`config.mk`:
```
export PLATFORM = sky130hd
export DESIGN_NAME = chained_multi_fifo_top
export DESIGN_NICKNAME = d
export VERILOG_FILES = /design/src/sv/cmf_pkg.sv /design/src/sv/cmf_ctrl.sv /design/src/sv/cmf_datapath.sv /design/src/sv/chained_multi_fifo_top.sv
export SDC_FILE = /design/constraint.sdc
export NUM_CORES = 2
export LEC_CHECK = 0
export ABC_AREA = 1
export ABC_CLOCK_PERIOD_IN_PS = 18020
export BUFFER_PORTS_ARGS = -buffer_cell sky130_fd_sc_hd__buf_2
export CORE_UTILIZATION = 40
export DETAILED_ROUTE_END_ITERATION = 6
export GPL_TIMING_DRIVEN = 0
export MAX_ROUTING_LAYER = met4
export PLACE_DENSITY = 0.52
export SKIP_LAST_GASP = 1
export SLEW_MARGIN = 20
export SYNTH_ARGS = -nofsm -noshare
export SYNTH_HDL_FRONTEND = slang
export SYNTH_SLANG_ARGS = --single-unit
export TNS_END_PERCENT = 10
```
`constraint.sdc`:
```
create_clock -name clock -period 18.02 [get_ports clock]
set_clock_uncertainty 0.05 [all_clocks]
set_input_delay 3.604 -clock clock [delete_from_list [all_inputs] [get_ports clock]]
set_output_delay 3.604 -clock clock [all_outputs]
set_load 0.01 [all_outputs]
```
`src/sv/cmf_pkg.sv`:
```
// Shared types, codes and defaults for the chained multi-queue FIFO.
`timescale 1ns / 1ps

package cmf_pkg;

   localparam int DEFAULT_QUEUE_DEPTH = 16;
   localparam int DEFAULT_QUEUE_COUNT = 5;

   // Operation codes of a request
   typedef enum logic [1:0] {
      OP_ENQUEUE = 2'd0,
      OP_DEQUEUE = 2'd1,
      OP_DISPLAY = 2'd2,
      OP_NONE    = 2'd3
   } op_type;

   // Status codes of a response
   typedef enum logic [2:0] {
      ST_DONE   = 3'd0,
      ST_SHOWN  = 3'd1,
      ST_DEPART = 3'd2,
      ST_EMPTY  = 3'd3,
      ST_FULL   = 3'd4
   } status_type;

   typedef struct packed {
      logic [1:0]         operation;
      logic [2:0]         queue_sel;
      logic signed [31:0] value;
   } req_type;

   typedef struct packed {
      logic [2:0]         status;
      logic signed [31:0] element;
      logic               last;
   } rsp_type;

   typedef enum logic [1:0] {
      S_IDLE,
      S_EVAL,
      S_DEQ,
      S_SHOW
   } fsm_type;

   // Controller to datapath
   typedef struct packed {
      logic       load;       // capture the request
      logic       snap;       // capture head and fill of the addressed queue
      logic       sel_next;   // look at the queue after the addressed one
      logic       push;       // append to the selected queue
      logic       push_fwd;   // appended word is the read data, not the request value
      logic       pop;        // remove the head of the addressed queue
      logic       rd_start;   // read the head entry
      logic       rd_step;    // read the entry after the current walk position
      logic       emit;       // present a response next cycle
      status_type emit_status;
      logic       emit_elem;  // response element is the read data
      logic       emit_last;
   } cmd_type;

   // Datapath to controller
   typedef struct packed {
      op_type op;
      logic   q_ok;       // queue number in range
      logic   empty;      // selected queue empty
      logic   full;       // selected queue full
      logic   fwd;        // addressed queue forwards into the next one
      logic   depart;     // addressed queue is the exit queue
      logic   walk_last;  // walk position is the tail of the addressed queue
   } sts_type;

endpackage

```
`src/sv/cmf_ctrl.sv`:
```
// Control state machine: sequences enqueue, dequeue and display transactions.
`timescale 1ns / 1ps

module cmf_ctrl
   import cmf_pkg::*;
(
   input  logic    clock,
   input  logic    reset,
   input  logic    start,
   output logic    busy,
   input  sts_type sts,
   output cmd_type cmd
);

   fsm_type state_ff;
   fsm_type state_in;

   // State register
   always_ff @(posedge clock) begin
      if (reset) begin
         state_ff <= S_IDLE;
      end else begin
         state_ff <= state_in;
      end
   end

   // Next state and commands
   always_comb begin
      state_in        = state_ff;
      cmd             = '0;
      cmd.emit_status = ST_DONE;
      busy            = 1'b1;
      case (state_ff)
         S_IDLE: begin
            busy = 1'b0;
            if (start) begin
               cmd.load = 1'b1;
               state_in = S_EVAL;
            end
         end
         S_EVAL: begin
            cmd.snap      = 1'b1;
            cmd.emit_last = 1'b1;
            state_in      = S_IDLE;
            if (!sts.q_ok) begin
               cmd.emit = 1'b1;
            end else begin
               case (sts.op)
                  OP_ENQUEUE: begin
                     cmd.emit = 1'b1;
                     if (sts.full) begin
                        cmd.emit_status = ST_FULL;
                     end else begin
                        cmd.push = 1'b1;
                     end
                  end
                  OP_DEQUEUE: begin
                     if (sts.empty) begin
                        cmd.emit        = 1'b1;
                        cmd.emit_status = ST_EMPTY;
                     end else begin
                        cmd.rd_start = 1'b1;
                        state_in     = S_DEQ;
                     end
                  end
                  OP_DISPLAY: begin
                     if (sts.empty) begin
                        cmd.emit        = 1'b1;
                        cmd.emit_status = ST_EMPTY;
                     end else begin
                        cmd.rd_start = 1'b1;
                        state_in     = S_SHOW;
                     end
                  end
                  default: begin
                     cmd.emit = 1'b1;
                  end
               endcase
            end
         end
         S_DEQ: begin
            // head word is in the read register; check room downstream
            cmd.sel_next  = sts.fwd;
            cmd.emit      = 1'b1;
            cmd.emit_last = 1'b1;
            state_in      = S_IDLE;
            if (sts.fwd && sts.full) begin
               cmd.emit_status = ST_FULL;
            end else begin
               cmd.pop = 1'b1;
               if (sts.fwd) begin
                  cmd.push     = 1'b1;
                  cmd.push_fwd = 1'b1;
               end else if (sts.depart) begin
                  cmd.emit_status = ST_DEPART;
                  cmd.emit_elem   = 1'b1;
               end
            end
         end
         S_SHOW: begin
            // one entry per cycle, next read issued alongside
            cmd.emit        = 1'b1;
            cmd.emit_status = ST_SHOWN;
            cmd.emit_elem   = 1'b1;
            cmd.emit_last   = sts.walk_last;
            if (sts.walk_last) begin
               state_in = S_IDLE;
            end else begin
               cmd.rd_step = 1'b1;
            end
         end
         default: begin
            state_in = S_IDLE;
         end
      endcase
   end

endmodule

```
`src/sv/cmf_datapath.sv`:
```
// Datapath: queue storage, ring pointers, fill counts and response register.
`timescale 1ns / 1ps

module cmf_datapath
   import cmf_pkg::*;
#(
   parameter int QUEUE_DEPTH = DEFAULT_QUEUE_DEPTH,
   parameter int QUEUE_COUNT = DEFAULT_QUEUE_COUNT
) (
   input  logic    clock,
   input  logic    reset,
   input  req_type req_data,
   input  cmd_type cmd,
   output sts_type sts,
   output logic    rsp_valid,
   output rsp_type rsp_data
);

   localparam int HW = (QUEUE_DEPTH > 1) ? $clog2(QUEUE_DEPTH) : 1;
   localparam int FW = $clog2(QUEUE_DEPTH + 1);
   localparam int QW = $clog2(QUEUE_COUNT);
   localparam int AW = $clog2(QUEUE_COUNT * QUEUE_DEPTH);
   localparam int WORDS = QUEUE_COUNT * QUEUE_DEPTH;

   // Ring position: base plus offset, wrapped once
   function automatic logic [HW-1:0] ring_add(input logic [HW-1:0] base,
                                              input logic [FW-1:0] off);
      logic [FW:0] sum;
      sum = (FW+1)'(base) + (FW+1)'(off);
      if (sum >= (FW+1)'(QUEUE_DEPTH)) begin
         sum = sum - (FW+1)'(QUEUE_DEPTH);
      end
      return sum[HW-1:0];
   endfunction

   // Flat storage address of a queue position
   function automatic logic [AW-1:0] slot(input logic [QW-1:0] qi,
                                          input logic [HW-1:0] pos);
      logic [AW-1:0] row;
      row = AW'(AW'(qi) * AW'(QUEUE_DEPTH));
      return row + AW'(pos);
   endfunction

   req_type       req_ff;
   logic [HW-1:0] head_ff [QUEUE_COUNT];
   logic [HW-1:0] head_in [QUEUE_COUNT];
   logic [FW-1:0] fill_ff [QUEUE_COUNT];
   logic [FW-1:0] fill_in [QUEUE_COUNT];
   logic [HW-1:0] hq_ff;
   logic [FW-1:0] fq_ff;
   logic [FW-1:0] walk_ff;
   logic [31:0]   store_mem [WORDS];
   logic [31:0]   rd_data_ff;
   logic          rsp_valid_ff;
   rsp_type       rsp_ff;

   logic          q_ok;
   logic [QW-1:0] q_idx;
   logic [QW-1:0] sel_idx;
   logic [HW-1:0] head_sel;
   logic [FW-1:0] fill_sel;
   logic [HW-1:0] tail_pos;
   logic [FW-1:0] walk_next;
   logic [HW-1:0] rd_base;
   logic [FW-1:0] rd_off;
   logic [AW-1:0] rd_addr;
   logic [AW-1:0] wr_addr;
   logic [31:0]   wr_data;

   // Request register
   always_ff @(posedge clock) begin
      if (cmd.load) begin
         req_ff <= req_data;
      end
   end

   // Queue selection; an out-of-range number looks at queue zero
   assign q_ok     = {1'b0, req_ff.queue_sel} < 4'(QUEUE_COUNT);
   assign q_idx    = q_ok ? req_ff.queue_sel[QW-1:0] : '0;
   assign sel_idx  = cmd.sel_next ? q_idx + QW'(1) : q_idx;
   assign head_sel = head_ff[sel_idx];
   assign fill_sel = fill_ff[sel_idx];
   assign tail_pos = ring_add(head_sel, fill_sel);
   assign walk_next = walk_ff + FW'(1);

   // Status to the controller
   always_comb begin
      sts           = '0;
      sts.op        = op_type'(req_ff.operation);
      sts.q_ok      = q_ok;
      sts.empty     = (fill_sel == '0);
      sts.full      = (fill_sel == FW'(QUEUE_DEPTH));
      sts.fwd       = ({1'b0, req_ff.queue_sel} + 4'd2) < 4'(QUEUE_COUNT);
      sts.depart    = ({1'b0, req_ff.queue_sel} + 4'd1) == 4'(QUEUE_COUNT);
      sts.walk_last = (walk_next == fq_ff);
   end

   // Head and fill updates: pop hits the addressed queue, push the selected one
   always_comb begin
      for (int i = 0; i < QUEUE_COUNT; i++) begin
         head_in[i] = head_ff[i];
         fill_in[i] = fill_ff[i];
         if (cmd.pop && (QW'(i) == q_idx)) begin
            head_in[i] = ring_add(hq_ff, FW'(1));
            fill_in[i] = fq_ff - FW'(1);
         end
         if (cmd.push && (QW'(i) == sel_idx)) begin
            fill_in[i] = fill_sel + FW'(1);
         end
      end
   end

   always_ff @(posedge clock) begin
      if (reset) begin
         for (int i = 0; i < QUEUE_COUNT; i++) begin
            head_ff[i] <= '0;
            fill_ff[i] <= '0;
         end
      end else begin
         head_ff <= head_in;
         fill_ff <= fill_in;
      end
   end

   // Snapshot of the addressed queue and walk position
   always_ff @(posedge clock) begin
      if (cmd.snap) begin
         hq_ff <= head_sel;
         fq_ff <= fill_sel;
      end
      if (cmd.rd_start) begin
         walk_ff <= '0;
      end else if (cmd.rd_step) begin
         walk_ff <= walk_next;
      end
   end

   // Storage ports
   assign rd_base = cmd.rd_start ? head_sel : hq_ff;
   assign rd_off  = cmd.rd_start ? '0 : walk_next;
   assign rd_addr = slot(q_idx, ring_add(rd_base, rd_off));
   assign wr_addr = slot(sel_idx, tail_pos);
   assign wr_data = cmd.push_fwd ? rd_data_ff : req_ff.value;

   always_ff @(posedge clock) begin
      if (cmd.push) begin
         store_mem[wr_addr] <= wr_data;
      end
      if (cmd.rd_start || cmd.rd_step) begin
         rd_data_ff <= store_mem[rd_addr];
      end
   end

   // Response register
   always_ff @(posedge clock) begin
      if (reset) begin
         rsp_valid_ff <= 1'b0;
      end else begin
         rsp_valid_ff <= cmd.emit;
      end
   end

   always_ff @(posedge clock) begin
      if (cmd.emit) begin
         rsp_ff.status  <= cmd.emit_status;
         rsp_ff.element <= cmd.emit_elem ? rd_data_ff : '0;
         rsp_ff.last    <= cmd.emit_last;
      end
   end

   assign rsp_valid = rsp_valid_ff;
   assign rsp_data  = rsp_ff;

endmodule

```
`src/sv/chained_multi_fifo_top.sv`:
```
// Top level of the chained multi-queue FIFO: controller plus datapath.
`timescale 1ns / 1ps

// QUEUE_COUNT ring queues of QUEUE_DEPTH signed words share one storage array.
// A transaction is taken when start is high and busy low; busy stays high until
// its last response is on the port. Each response is valid for one cycle under
// rsp_valid and must be taken then. An enqueue (stored or refused as full), an
// ignored request and a dequeue or display of an empty queue end in the
// evaluation state. Any other dequeue goes on to the dequeue state (head read
// from the storage array, then the move into the next queue, the drop or the
// departure), also when it is refused because the next queue is full. A display
// walks its entries head to tail, one storage read and one response per cycle.
// Ring pointers and fill counts clear on reset; storage needs no clearing.
module chained_multi_fifo_top
   import cmf_pkg::*;
#(
   parameter int QUEUE_DEPTH = DEFAULT_QUEUE_DEPTH,
   parameter int QUEUE_COUNT = DEFAULT_QUEUE_COUNT
) (
   input  logic    clock,
   input  logic    reset,
   input  logic    start,
   output logic    busy,
   input  req_type req_data,
   output logic    rsp_valid,
   output rsp_type rsp_data
);

   cmd_type cmd;
   sts_type sts;

   cmf_ctrl u_ctrl (
      .clock (clock),
      .reset (reset),
      .start (start),
      .busy  (busy),
      .sts   (sts),
      .cmd   (cmd)
   );

   cmf_datapath #(
      .QUEUE_DEPTH (QUEUE_DEPTH),
      .QUEUE_COUNT (QUEUE_COUNT)
   ) u_datapath (
      .clock     (clock),
      .reset     (reset),
      .req_data  (req_data),
      .cmd       (cmd),
      .sts       (sts),
      .rsp_valid (rsp_valid),
      .rsp_data  (rsp_data)
   );

endmodule

```
* Yosys cells after proc, flatten, opt, wreduce, memory -nomap -nowiden
Memory sizes are Yosys's and may differ from the RTL's. A register that Yosys moved wholly into a read port is not among the register bits.
Cells that the tools add are included.
** Word-level totals
- Word-level logic and storage cells :: 150
- Memories kept :: 1
- Input bits :: 40
- Memory bits (writable) :: 2560
- Output and inout port bits :: 38
- Register bits after elaboration :: 135
** Memory list
- u_datapath.store_mem :: words 80, bits a word 32, read ports 1, clocked after Yosys merged registers in 1, write ports 1, RTL line cmf_datapath.sv:52 : logic [31:0] store_mem [WORDS];
** Cells by class
- Eq/ne operators :: 18
- $lt $le $gt $ge :: 6
- Add/sub/neg operators :: 14
- Bitwise logic cells :: 1
- Reduce and logical (&&, ||, !) cells :: 25
- Muxes and demuxes :: 64
** Operators by type and width (count)
- 5-bit two-way mux :: 13
- 32-bit two-way mux :: 1
- 4-bit two-way mux :: 7
- 3-bit two-way mux :: 8
- 1-bit two-way mux :: 19
- 5-bit binary-select mux with 3-bit select :: 1
- 7-bit by 4-bit adder with 7-bit output :: 2
- 2-bit two-way mux :: 7
- 4-bit by 5-bit adder with 6-bit output :: 2
- 4-bit binary-select mux with 3-bit select :: 1
- 2-bit by 3-bit equality test with 1-bit output, first input constant :: 4
- 6-bit by 5-bit >= comparator with 1-bit output, second input constant :: 2
- 4-bit one-hot mux with 3 select lines :: 1
- 4-bit by 1-bit subtractor with 4-bit output, second input constant :: 3
- 1-bit logical AND :: 11
- 5-bit by 1-bit adder with 5-bit output, second input constant :: 2
- 2-bit nonzero test :: 5
- 2-bit one-hot mux with 4 select lines :: 1
- 1-bit by 3-bit equality test with 1-bit output, first input constant :: 2
- 2-bit equality test, second input constant :: 3
- 3-bit equality test, first input constant :: 2
- 3-bit logical NOT :: 2
- 1-bit one-hot mux with 2 select lines :: 3
- 3-bit one-hot mux with 2 select lines :: 1
- 21 further kinds :: 25

* Longest topological paths before layout
- Word-level depth :: 18
- Mapped depth :: 40
- Gate-level depth less buffers :: 35

* Hierarchy
Synthesis repeated with hierarchy kept, for this count alone.
** Unflattened totals
- Cells, all modules :: 7787
- Area, all modules :: 108472.8 um2
** Modules (own cells, without submodules)
- cmf_datapath :: seq. area each 81318.0 um2, times used 1, area each 108071.1 um2, cells an instance 7717
- cmf_ctrl :: seq. area each 40.0 um2, times used 1, area each 401.6 um2, cells an instance 70

* Worst setup path after synthesis
OpenSTA, ideal clock, no wires.
- Kind :: register to register
- Start point :: reg u_datapath.req_ff[33] (netlist name)
- End point :: mem u_datapath.store_mem[0][0] (data pin)
- Cell stages (with the launch flop) :: 19
- Path buffers :: 2
- Setup time :: 826 ps
- Data arrival time :: 6663 ps
- Setup slack :: 10481 ps
- Period minus slack after synthesis :: 7539 ps
- Required time :: 17144 ps
- Cell sequence :: edfxtp_1 > ha_1 > nor2_1 > nand2_2 > nor2_1 > clkbuf_1 > ha_1 > o21ai_2 > nand2_4 > inv_4 > a22o_1 > inv_1 > ha_1 > inv_1 > nor2_8 > nand3_1 > nand2_1 > clkbuf_1 > o21ai_0
** On the way
- Word-level cells in the longest chain between the ends :: 13
- Elaborated cells between the ends (all ways) :: 17
- Those cells by class :: add/sub: 2; order compare: 2; eq/ne: 1; mux: 10; bitwise: 1; reduce/logical: 1
** RTL lines
- from (decl) :: RTL line cmf_datapath.sv:44 : req_type req_ff;
- from (signal assigned) :: RTL line cmf_datapath.sv:73 : req_ff <= req_data;
- 3-bit by 2-bit adder with 4-bit output or 3-bit < comparator (tied branches) :: RTL line cmf_datapath.sv:93, cmf_datapath.sv:78
- 4-bit by 3-bit < comparator with 1-bit output or 3-bit two-way mux (tied branches) :: RTL line cmf_datapath.sv:93, cmf_datapath.sv:79
- 1-bit two-way mux or 3-bit by 1-bit adder with 3-bit output (tied branches) :: RTL line cmf_ctrl.sv:33, cmf_datapath.sv:80
- 3-bit two-way mux * :: RTL line cmf_datapath.sv:80 : assign sel_idx = cmd.sel_next ? q_idx + QW'(1) : q_idx;
- 3-bit NOT with 4-bit output (not written as such) * :: RTL line cmf_datapath.sv:82 : assign fill_sel = fill_ff[sel_idx];
- 5-bit binary-select mux with 3-bit select * :: RTL line cmf_datapath.sv:82
- 5-bit two-way mux (not written as such) * (2 in a row) :: RTL line cmf_datapath.sv:82
- via u_datapath.fill_sel[0] :: RTL line cmf_datapath.sv:61 : logic [FW-1:0] fill_sel;
- 5-bit equality test * :: RTL line cmf_datapath.sv:92 : sts.full = (fill_sel == FW'(QUEUE_DEPTH));
- 1-bit logical AND * :: RTL line cmf_ctrl.sv:87 : if (sts.fwd && sts.full) begin
- 3-bit two-way mux * :: RTL line cmf_ctrl.sv:87
- 2-bit two-way mux * :: RTL line cmf_ctrl.sv:33 : case (state_ff)
- 32-bit two-way mux * :: RTL line cmf_datapath.sv:143 : assign wr_data = cmd.push_fwd ? rd_data_ff : req_ff.value;
- via u_datapath.wr_data[0] :: RTL line cmf_datapath.sv:68 : logic [31:0] wr_data;
- to (decl) :: RTL line cmf_datapath.sv:52
Mark *: on every way through the listed nets, which the timed path passes. The rest lies on a longest branch. The select of a mux whose other input is x is not followed.

* Worst setup path after layout
- Start point :: reg u_datapath.req_ff[34] (netlist name)
- End point :: reg u_datapath.rd_data_ff[28] (read register of u_datapath.store_mem) (data pin)
** On the way
- Word-level cells in the longest chain between the ends :: 18
- Elaborated cells between the ends (all ways) :: 27
- Those cells by class :: add/sub: 5; order compare: 3; mux: 16; bitwise: 1; reduce/logical: 2
** RTL lines
- 3-bit by 2-bit adder with 4-bit output or 3-bit < comparator (tied branches) :: RTL line cmf_datapath.sv:93, cmf_datapath.sv:78
- 4-bit by 3-bit < comparator with 1-bit output or 3-bit two-way mux (tied branches) :: RTL line cmf_datapath.sv:93, cmf_datapath.sv:79
- 1-bit two-way mux or 3-bit by 1-bit adder with 3-bit output (tied branches) :: RTL line cmf_ctrl.sv:33, cmf_datapath.sv:80
- 3-bit two-way mux * :: RTL line cmf_datapath.sv:80
- 3-bit NOT with 4-bit output (not written as such) * :: RTL line cmf_datapath.sv:82
- 5-bit binary-select mux with 3-bit select * :: RTL line cmf_datapath.sv:82
- 5-bit two-way mux (not written as such) * (2 in a row) :: RTL line cmf_datapath.sv:82
- via u_datapath.fill_sel[0] :: RTL line cmf_datapath.sv:61
- (+2 left out)
- 1-bit two-way mux *
- 1-bit two-way mux * :: RTL line cmf_ctrl.sv:45 : if (!sts.q_ok) begin
- 1-bit two-way mux * :: RTL line cmf_ctrl.sv:33
- 4-bit two-way mux or 5-bit two-way mux (tied branches) :: RTL line cmf_datapath.sv:139, cmf_datapath.sv:140
- 4-bit by 5-bit adder with 6-bit output :: RTL line cmf_datapath.sv:29 : sum = (FW+1)'(base) + (FW+1)'(off);
- 6-bit by 5-bit >= comparator with 1-bit output or 4-bit by 1-bit subtractor with 4-bit output (tied branches) :: RTL line cmf_datapath.sv:30, cmf_datapath.sv:31
- 4-bit two-way mux :: RTL line cmf_datapath.sv:30 : if (sum >= (FW+1)'(QUEUE_DEPTH)) begin
- 7-bit by 4-bit adder with 7-bit output :: RTL line cmf_datapath.sv:41 : return row + AW'(pos);
- to (decl) :: RTL line cmf_datapath.sv:53 : logic [31:0] rd_data_ff;
Marked as above.
A chain may end at the register's enable or synchronous reset.

==> summary.md <==
| Metric | Value |
|---|---|
| Setup TNS | `0 ns` |
| Hold buffers post-CTS | `0` |
| Status | `finished, final reports clean` |
| Hold slack | `between 0.3 and 0.4 ns` |
| Synthesis-to-layout area growth | `19.77%` |
| WL final | `between 400 and 500 mm` |
| Flop2flop setup slack | `5.71 ns` |
| # nets final | `around 8900` |
| Synth top area share | `about three quarters` |
| 1st-iter DRT viols | `about 10000` |
| Slew headroom | `around an eighth` |
| Final setup vio count | `0` |
| Worst hold path cell count | `2` |
| Synth Register Bits | `between 2000 and 3000` |
| Worst Hold Class | `register to register` |
| CTS tree | `done` |
| Startpoint Class | `register` |
| Syn Nets | `8309` |
| ANT nets after route | `0` |
| Worst-path maximum fanout | `10` |
| Fmax | `about 81 MHz` |
| Synth async-reset ratio | `0%` |
| Post-DP HPWL | `about 300 mm` |
| Fillers | `between 20000 and 25000` |
| Synth area leader | `edfxtp_1` |
| WL/cell | `32.04 um` |
| Mapped Avg Cell Area | `~13 um^2` |
| Starting Density | `around 40%` |
| Max stage delay on crit path | `0.82 ns` |
| Hold Path Sink | `u_datapath.head_ff[5]$_SDFFE_PP0P_` |
| Tcrit/Tclk final | `68.34%` |
| Die ar. | `approximately 0.27 mm^2` |
| Synth cell types | `49` |
| Clk_lat worst skew | `a little under 0.9 ns` |
| Area of the multi-input gates | `between 0.02 and 0.025 mm^2` |
| Vias in the first global route | `a little over 70000` |
| Reg2reg path depth | `33` |
| Design Area, Final | `about 0.13 mm^2` |
| Clock buffer depth | `4` |
| Row cnt | `190` |
| Share of cells above drive strength 1 | `between 10% and 20%` |
| Dpl ws | `just over 6 ns` |
| Core Footprint | `between 0.2 and 0.3 mm^2` |
| H-tree Lvls | `5` |
| CTS Sinks | `approximately 2700` |
| R2R Path End | `u_datapath.rd_data_ff[28]$_DFFE_PP_` |
| Crit path kind | `register to register` |
| Tot GR Track Use | `a little under a third` |
| Final hold vios | `0` |
| Register area share after synthesis | `~75%` |
| Reg2reg start | `u_datapath.req_ff[34]$_DFFE_PP_` |
| Crit path time final | `between 10 and 15 ns` |
| Post-synth top flop | `edfxtp_1` |
| CP required | `18.52 ns` |
| Post-Route Utilization | `48.20%` |
| GRT overflow | `0` |
| Remaining routing DRC violations | `0` |
| Clock-pin transition on the worst setup and hold timing paths | `0.06 ns` |
| Port buffer count | `just under 80` |
| Syn. warnings | `0` |
| Crit. End Element | `register` |
| Slowest CP cell | `clkbuf_1` |
| Antenna violations before repair | `28` |
| Leakage power | `41.44 nW` |
| Max Cap Viol | `0` |
| Via density | `a little under 6` |
| TritonRoute pass-1 iters | `6` |
| PnR worst setup slack | `5.706 ns` |
| Ports | `78` |
| Top cells by area, synth | `edfxtp_1 74%, o21ai_0 7.5%, nor2_1 5.3%, o221ai_1 2.3%, o22ai_1 1.9%` |
| Fin. max-slew vios | `0` |
| Crit path DAT | `around 13 ns` |
| Actual slew at the worst max-slew pin | `between 1 and 1.5 ns` |
| CP most frequent cell | `clkbuf_1` |
| PwrDens | `between 100 and 150 mW/mm^2` |
| Die width | `between 500 and 600 um` |
| Unrepaired setup endpoints after global routing | `false` |
| First-pass GRT wire length | `about 560 mm` |
| Clock buffer count from CTS | `304` |
| Synth Instances | `8243` |
| Commonest cells in the netlist | `2674 x edfxtp_1, 1623 x o21ai_0, 1528 x nor2_1` |
| Crit path launch | `u_datapath.req_ff[34]$_DFFE_PP_` |
| Post-synth EDFFs | `between 2000 and 3000` |
| Synthesized area | `about 0.11 mm^2` |
| DP Area | `about 0.12 mm^2` |
| Global placement routability congestion | `a little under 1` |
| Root buf cell | `clkbuf_16` |
| Post_cts resized | `0` |
| Most frequent cell after synthesis | `edfxtp_1` |
| Largest net degree at the start of global routing | `29` |
| Vias | `around 75000` |
| Origin of the worst min-delay path | `u_datapath.head_ff[5]$_SDFFE_PP0P_` |
| Post-CTS setup repair buffer count | `0` |
| Worst ir drop on vdd | `0.08138 mV` |
| Die Ht | `between 500 and 600 um` |
| FF+latch area | `a little over 0.08 mm^2` |
[registers in the layout, indices dropped and copies added, names as in the netlist]
signal and flops:
u_datapath.hq_ff 4, u_datapath.req_ff 35, u_datapath.fill_ff 25, u_datapath.rd_data_ff 32, u_datapath.rsp_valid 1, u_datapath.rsp_data 36, u_datapath.store_mem 2560, u_datapath.head_ff 20
u_datapath.sts 2, u_ctrl.state_ff 2, u_datapath.walk_ff 5, u_datapath.fq_ff 5
[routing by layer]
layer	up-vias	share of wire, %	global-route usage, %
met1	38090	41	40.14
met4	0	4.9	12.42
met5	-	0	-
met3	717	9.2	5.746
li1	32220	-	-
met2	3767	45	45.71
[worst max-delay path by stage]
stage / slack, ns / end / cells past startpoint
floorplan: 10.48 / u_datapath.store_mem[0][0]$_DFFE_PP_ / 18
global placement: -1.62 / u_datapath.store_mem[5][19]$_DFFE_PP_ / 18
detailed placement: 6.07 / u_datapath.rd_data_ff[23]$_DFFE_PP_ / 33
CTS: 6.04 / u_datapath.rd_data_ff[25]$_DFFE_PP_ / 33
global route: 5.58 / u_datapath.rd_data_ff[28]$_DFFE_PP_ / 33
finish: 5.71 / u_datapath.rd_data_ff[28]$_DFFE_PP_ / 33
[stage by stage]
| stage | std cells | total power [mW] |
|---|---|---|
| final | 12670 | 15.08 |
| after CTS | 12650 | 15.07 |
| after floorplan | 8243 | 8.088 |
| after detailed placement | 12120 | 9.198 |
| after global routing | 12660 | 15.43 |
| after global placement | 11870 | 9.138 |
[power by group]
group	internal [mW]	total, mW	switching (mW)
Combinational	0.514	2.11	1.60
Clock	3.39	5.95	2.56
Sequential	7.00	7.01	0.00875
Total	10.9	15.1	4.17
[cell families (layout without fill, tap and decap cells)]
family | count (synthesis) | in the layout | share of synthesized area (%)
fa+ha+maj | 26 | 26 | 0.3157
flops | 2727 | 2727 | 75.46
buf+inv | 696 | 1555 | 2.543
simple gates | 2354 | 2354 | 8.655
other cells | 0 | 12 | 0
xor+xnor | 20 | 20 | 0.1625
compound gates | 2420 | 2420 | 12.86
[layout by cell type (no fill, tap or decap), drive strengths merged, types with 19 or more instances in the layout]
master  Yosys  layout
dfxtp      53      53
ha         24      24
o21ai    1644    1644
edfxtp   2674    2674
buf        72     393
clkinv      1     129
o221ai    288     288
nand3     251     251
a32o       32      32
nor2     1529    1529
clkbuf    509     883
inv       112     120
nand2     550     550
o22ai     323     323
a21oi      99      99
a31oi      19      19
[worst max-delay path: cells and delay by family (launching register included)]
family	cells	cell delay (ns)
buf+inv	13	5.56
compound gates	7	2.41
simple gates	9	2.00
fa+ha+maj	4	1.41
flops	1	0.50
[area by class of cell]
type	count	area share, %
Multi-Input combinational cell	4820	19.15
Antenna cell	12	0.02325
Timing Repair Buffer	321	5.003
Clock buffer	374	6.160
Clock inverter	164	1.064
Buffer	583	1.823
Tap cell	3552	3.442
Inverter	113	0.3362
Sequential cell	2727	63.00
No activity file was read; power rests on OpenSTA's default activity.
